===== src/design/xyl_pkg.sv =====
`default_nettype none
package xyl_pkg;

  // Register indexes
  localparam logic REG_BETA = 1'b0;
  localparam logic REG_RULE = 1'b1;

  // Item kind and acceptance rule codes
  localparam logic MODE_LOAD  = 1'b0;
  localparam logic RULE_METRO = 1'b0;

  // Innermost Horner coefficients
  localparam logic [28:0] COS_C10 = 29'd6765;
  localparam logic [29:0] EXP_A7  = 30'd16378;

  // Commands from the sequencer to the datapath
  typedef struct packed {
    logic       clr_we;
    logic       take;
    logic       rd_en;
    logic [2:0] rd_sel;
    logic       cap_en;
    logic [2:0] cap_sel;
    logic       cos_init;
    logic       cos_step;
    logic [2:0] cos_k;
    logic       cos_fin;
    logic [2:0] cos_term;
    logic       exp_x;
    logic       exp_y;
    logic       exp_step;
    logic [2:0] exp_k;
    logic       exp_fin;
    logic       cmp_mul;
    logic       commit;
  } cmd_t;

  // Status back to the sequencer
  typedef struct packed {
    logic clr_last;
    logic mode;
    logic out_free;
  } sts_t;

  // cos polynomial coefficients, Q.28, outermost last
  function automatic logic [28:0] cos_coef(input logic [2:0] k);
    logic [28:0] c;
    case (k)
      3'd0:    c = 29'd246762;
      3'd1:    c = 29'd5600498;
      3'd2:    c = 29'd68093890;
      3'd3:    c = 29'd331168970;
      default: c = '0;
    endcase
    return c;
  endfunction

  // 2^-g polynomial coefficients, Q.30, outermost last
  function automatic logic [29:0] exp_coef(input logic [2:0] k);
    logic [29:0] c;
    case (k)
      3'd0:    c = 30'd165394;
      3'd1:    c = 30'd1431680;
      3'd2:    c = 30'd10327388;
      3'd3:    c = 30'd59597094;
      3'd4:    c = 30'd257941247;
      3'd5:    c = 30'd744261118;
      default: c = '0;
    endcase
    return c;
  endfunction

endpackage
`default_nettype wire


===== src/design/xyl_ctrl.sv =====
`default_nettype none
module xyl_ctrl (
  input  wire logic          clk_i,
  input  wire logic          rst_ni,
  input  wire logic          s_tvalid_i,
  output logic               s_tready_o,
  input  wire xyl_pkg::sts_t sts_i,
  output xyl_pkg::cmd_t      cmd_o
);

  typedef enum logic [6:0] {
    ST_CLEAR = 7'b0000001,
    ST_IDLE  = 7'b0000010,
    ST_FETCH = 7'b0000100,
    ST_COS   = 7'b0001000,
    ST_EXP   = 7'b0010000,
    ST_CMP   = 7'b0100000,
    ST_WRITE = 7'b1000000
  } state_e;

  state_e     state_q, state_d;
  logic [3:0] ph_q, ph_d;
  logic [2:0] term_q, term_d;

  // Sequencer
  always_comb begin
    state_d    = state_q;
    ph_d       = ph_q;
    term_d     = term_q;
    cmd_o      = '0;
    s_tready_o = 1'b0;
    case (state_q)
      ST_CLEAR: begin
        cmd_o.clr_we = 1'b1;
        if (sts_i.clr_last) state_d = ST_IDLE;
      end
      ST_IDLE: begin
        s_tready_o = 1'b1;
        if (s_tvalid_i) begin
          cmd_o.take = 1'b1;
          ph_d       = '0;
          state_d    = ST_FETCH;
        end
      end
      ST_FETCH: begin
        // issue site and neighbor reads, capture each in the following cycle
        cmd_o.rd_en   = (ph_q <= 4'd4);
        cmd_o.rd_sel  = ph_q[2:0];
        cmd_o.cap_en  = (ph_q != 4'd0);
        cmd_o.cap_sel = 3'(ph_q - 4'd1);
        if (ph_q == 4'd5) begin
          ph_d    = '0;
          term_d  = '0;
          state_d = ST_COS;
        end else begin
          ph_d = ph_q + 4'd1;
        end
      end
      ST_COS: begin
        cmd_o.cos_term = term_q;
        cmd_o.cos_k    = 3'(ph_q - 4'd1);
        if (ph_q == 4'd0) begin
          cmd_o.cos_init = 1'b1;
          ph_d = ph_q + 4'd1;
        end else if (ph_q <= 4'd5) begin
          cmd_o.cos_step = 1'b1;
          ph_d = ph_q + 4'd1;
        end else begin
          cmd_o.cos_fin = 1'b1;
          ph_d   = '0;
          term_d = term_q + 3'd1;
          if (term_q == 3'd7) begin
            state_d = (sts_i.mode == xyl_pkg::MODE_LOAD) ? ST_WRITE : ST_EXP;
          end
        end
      end
      ST_EXP: begin
        cmd_o.exp_k = 3'(ph_q - 4'd2);
        if (ph_q == 4'd0) begin
          cmd_o.exp_x = 1'b1;
          ph_d = ph_q + 4'd1;
        end else if (ph_q == 4'd1) begin
          cmd_o.exp_y = 1'b1;
          ph_d = ph_q + 4'd1;
        end else if (ph_q <= 4'd7) begin
          cmd_o.exp_step = 1'b1;
          ph_d = ph_q + 4'd1;
        end else begin
          cmd_o.exp_fin = 1'b1;
          ph_d    = '0;
          state_d = ST_CMP;
        end
      end
      ST_CMP: begin
        cmd_o.cmp_mul = 1'b1;
        state_d       = ST_WRITE;
      end
      ST_WRITE: begin
        // hold until the output register can take the result
        if (sts_i.out_free) begin
          cmd_o.commit = 1'b1;
          state_d      = ST_IDLE;
        end
      end
      default: state_d = ST_CLEAR;
    endcase
  end

  always_ff @(posedge clk_i or negedge rst_ni) begin
    if (!rst_ni) begin
      state_q <= ST_CLEAR;
      ph_q    <= '0;
      term_q  <= '0;
    end else begin
      state_q <= state_d;
      ph_q    <= ph_d;
      term_q  <= term_d;
    end
  end

endmodule
`default_nettype wire


===== config.mk =====
export PLATFORM = sky130hd
export DESIGN_NAME = xyl_ctrl
export DESIGN_NICKNAME = d
export VERILOG_FILES = /design/src/design/xyl_pkg.sv /design/src/design/xyl_ctrl.sv
export SDC_FILE = /design/constraint.sdc
export NUM_CORES = 1
export LEC_CHECK = 0
export BUFFER_PORTS_ARGS = -buffer_cell sky130_fd_sc_hd__buf_4
export CORE_MARGIN = 1
export CORE_UTILIZATION = 55
export CTS_CLUSTER_DIAMETER = 120
export DETAILED_ROUTE_END_ITERATION = 6
export GPL_TIMING_DRIVEN = 0
export PLACE_DENSITY = 0.84
export SETUP_SLACK_MARGIN = 0.2
export SYNTH_ARGS = -nofsm -noshare
export SYNTH_HDL_FRONTEND = slang
export SYNTH_SLANG_ARGS = --single-unit

===== constraint.sdc =====
create_clock -name clk_i -period 3.3 [get_ports clk_i]
set_clock_uncertainty 0.05 [all_clocks]
set_input_delay 0.66 -clock clk_i [delete_from_list [all_inputs] [get_ports clk_i]]
set_output_delay 0.66 -clock clk_i [all_outputs]
set_load 0.01 [all_outputs]

==> flow_metrics.tcl <==
set metrics [dict create \
    status "complete, no violations" \
    final_core_util_pct 76.29 \
    cp_slowest_stage_delay_ps 420 \
    clkSinkCount 14 \
    synth_cell_types 46 \
    hold_viol 0 \
    port_buffers 34 \
    crit_fanout 10 \
    syn_inst 153 \
    hp-class "input port to async pin" \
    layout_common_cells "35 x buf_4, 27 x nor2_1, 13 x dfrtp_1, 8 x nor3_1, 8 x o21ai_0" \
    synth_flop_cell "dfrtp_1" \
    vias 1305 \
    slew_violations 0 \
    finalPower_w 0.0008547 \
    fin_crit_sh_pct 89.51 \
    synth_nets 166 \
    cts_buffers 3 \
    core_um2 2042 \
    ys_ff_latch 14 \
    drt_iter0_drc 45 \
    grt_overflow 0 \
    syn_area_um2 1232 \
    initial_core_util_pct 60.36 \
    clkTransAtPathRegs_ps 110 \
    synth-async-reset-ratio_pct 100.0 \
    synthAdderAreaFrac_pct 7.107 \
    cap_violations 0 \
    diodes 0 \
    required_ps 2590 \
    layout_min_cycle_time_ps 2954 \
    setup.worst_path.end_class "primary output" \
    relSlewSlack_pct 66.23 \
    ant_nets 0 \
    wl_per_cell_um 15.46 \
    worstPathArrival_ps 2240 \
    clk_latency_ps 290 \
    setup_tns_ps 0 \
    ir_drop_mv 0.4509 \
    synth_edf_count 0 \
    criticalPathCategory "register to primary output" \
    layout-drive-gt1-share_pct 29.32 \
    tritoncts "built" \
    fmax_mhz 338.5 \
    setup_viol 0 \
    cts_setup_buffers 0 \
    grt_pass1_vias 1276 \
    synth-simple-area-share_pct 39.39 \
    crit_chain "clkbuf_1 > nor3_1 > nand4_1 > nor2_1 > and3_1 > buf_4" \
    rsz0062_at_grt "false" \
    ctsHoldBuffers 0 \
    synth-compound-area-share_pct 15.84 \
    clock-root-buffer "clkbuf_4" \
    wl_um 3371 \
    cts_resized 0 \
    yosysWarningCount 0 \
    htreeDepth 1 \
    antenna_found_initial 0 \
    mostFrequentLayoutCell "buf_4" \
    die_w_um 49.34 \
    grt_use_total_pct 30.06 \
    hold-worst-slack_ps 151.4 \
    grt_pass1_wl_um 5692 \
    clockBufferDepth 2 \
    via_per_inst 5.986 \
    startpoint_type "register" \
    die_area_um2 2434 \
    leakagePower_nw 0.7828 \
    final_cells 218 \
    synth.area.mux_share_pct 2.640 \
    die_y_um 49.34 \
    hpwl_um 2523 \
    tightest_slew_ps 506.6 \
    p_per_area_nw_per_um2 548.7 \
    synth_top_family_by_area "simple AND/OR/NAND/NOR gates" \
    nNetsFinal 205 \
    syn_to_final_growth_pct 26.40 \
    ys_seq_area_share_pct 28.53 \
    drc 0 \
    num_rows 16 \
    avgSynthCellArea_um2 8.055 \
    crit_slowest_cell "dfrtp_1" \
    synth-xor-area-share_pct 0.7107 \
    grt_max_degree 15 \
    ios 35 \
    placed_cells 214 \
    gp_congestion 0.8789 \
    drt_first_pass_iters 4 \
]
## cell type report
cell class                      instances  area (um^2)
Timing Repair Buffer                   34        255.2
Clock buffer                            4        36.28
Fill cell                             155        484.2
Inverter                                6        22.52
Multi-Input combinational cell        124        809.5
Tap cell                               27        33.78
Sequential cell                        14        351.6
Buffer                                  9        48.80
## path summary, 6_finish.rpt
check | startpoint | end | slack (ps) | depth (start not counted)
max in group asynchronous | rst_ni | state_q[0] | 2790 | 1
setup / recovery | state_q[5] | cmd_o[7] | 350 | 6
min in group clk_i | term_q[1] | term_q[1] | 500 | 1
setup reg to reg | ph_q[0] | term_q[0] | 1320 | 7
hold reg to reg | term_q[1] | term_q[1] | 500 | 1
hold / removal | rst_ni | ph_q[3] | 150 | 1
## metal layers
| layer | track usage (%) | vias to the layer above | routed length [um] |
|---|---|---|---|
| met5 | 0 | - | 0 |
| met4 | 7.843 | 0 | 65 |
| met3 | 4.361 | 12 | 197 |
| met2 | 55.02 | 55 | 1718 |
| met1 | 36.02 | 623 | 1390 |
| li1 | - | 615 | - |
## stage by stage
step | cell area (um^2) | worst slack (ps)
global placement | 1521 | 767.9
finish | 1558 | 346.2
global route | 1558 | 251.4
CTS | 1558 | 341.8
detailed placement | 1521 | 676.2
floorplan | 1232 | 992.7
## sequential cells by signal, summed over array words and instances (netlist names)
| register | cells |
|---|---|
| ph_q | 4 |
| state_q | 7 |
| term_q | 3 |
## power breakdown
group | internal, W | switching (W)
registers | 0.000204 | 0.0000337
logic | 0.000201 | 0.000285
clock network | 0.0000671 | 0.0000644
## cells by family after synthesis
| family | after synthesis |
|---|---|
| buf+inv | 15 |
| simple gates | 84 |
| compound gates | 29 |
| fa+ha+maj | 7 |
| mux | 3 |
| xor+xnor | 1 |
| flops | 14 |
## critical path: cells and delay by family, from the launching register on
family	cells	cell delay, ps
DFF	1	420
and+or+nand+nor	4	1210
buffers and inverters	2	340
## cell usage after synthesis (2+ instances only)
| library cell | count | area, um^2 |
|---|---|---|
| clkbuf_1 | 4 | 15.01 |
| nor2_1 | 27 | 101.4 |
| or3_1 | 2 | 12.51 |
| nor2b_1 | 6 | 37.54 |
| a21oi_1 | 3 | 15.01 |
| nor3_1 | 8 | 40.04 |
| nand4_1 | 2 | 12.51 |
| inv_1 | 6 | 22.52 |
| nand3b_1 | 2 | 15.01 |
| and3_1 | 5 | 31.28 |
| nor2_4 | 2 | 22.52 |
| nand2b_1 | 4 | 25.02 |
| nor3b_1 | 2 | 15.01 |
| ha_1 | 7 | 87.58 |
| nand3_1 | 3 | 15.01 |
| buf_2 | 3 | 15.01 |
| and2_1 | 4 | 25.02 |
| a21o_1 | 2 | 15.01 |
| mux2_2 | 2 | 22.52 |
| o22ai_1 | 4 | 25.02 |
| a22o_1 | 5 | 43.79 |
| nand2_1 | 6 | 22.52 |
| nand2_2 | 2 | 12.51 |
| dfrtp_1 | 13 | 325.3 |
| o21ai_0 | 8 | 40.04 |
(Power assumes the default switching activity.)
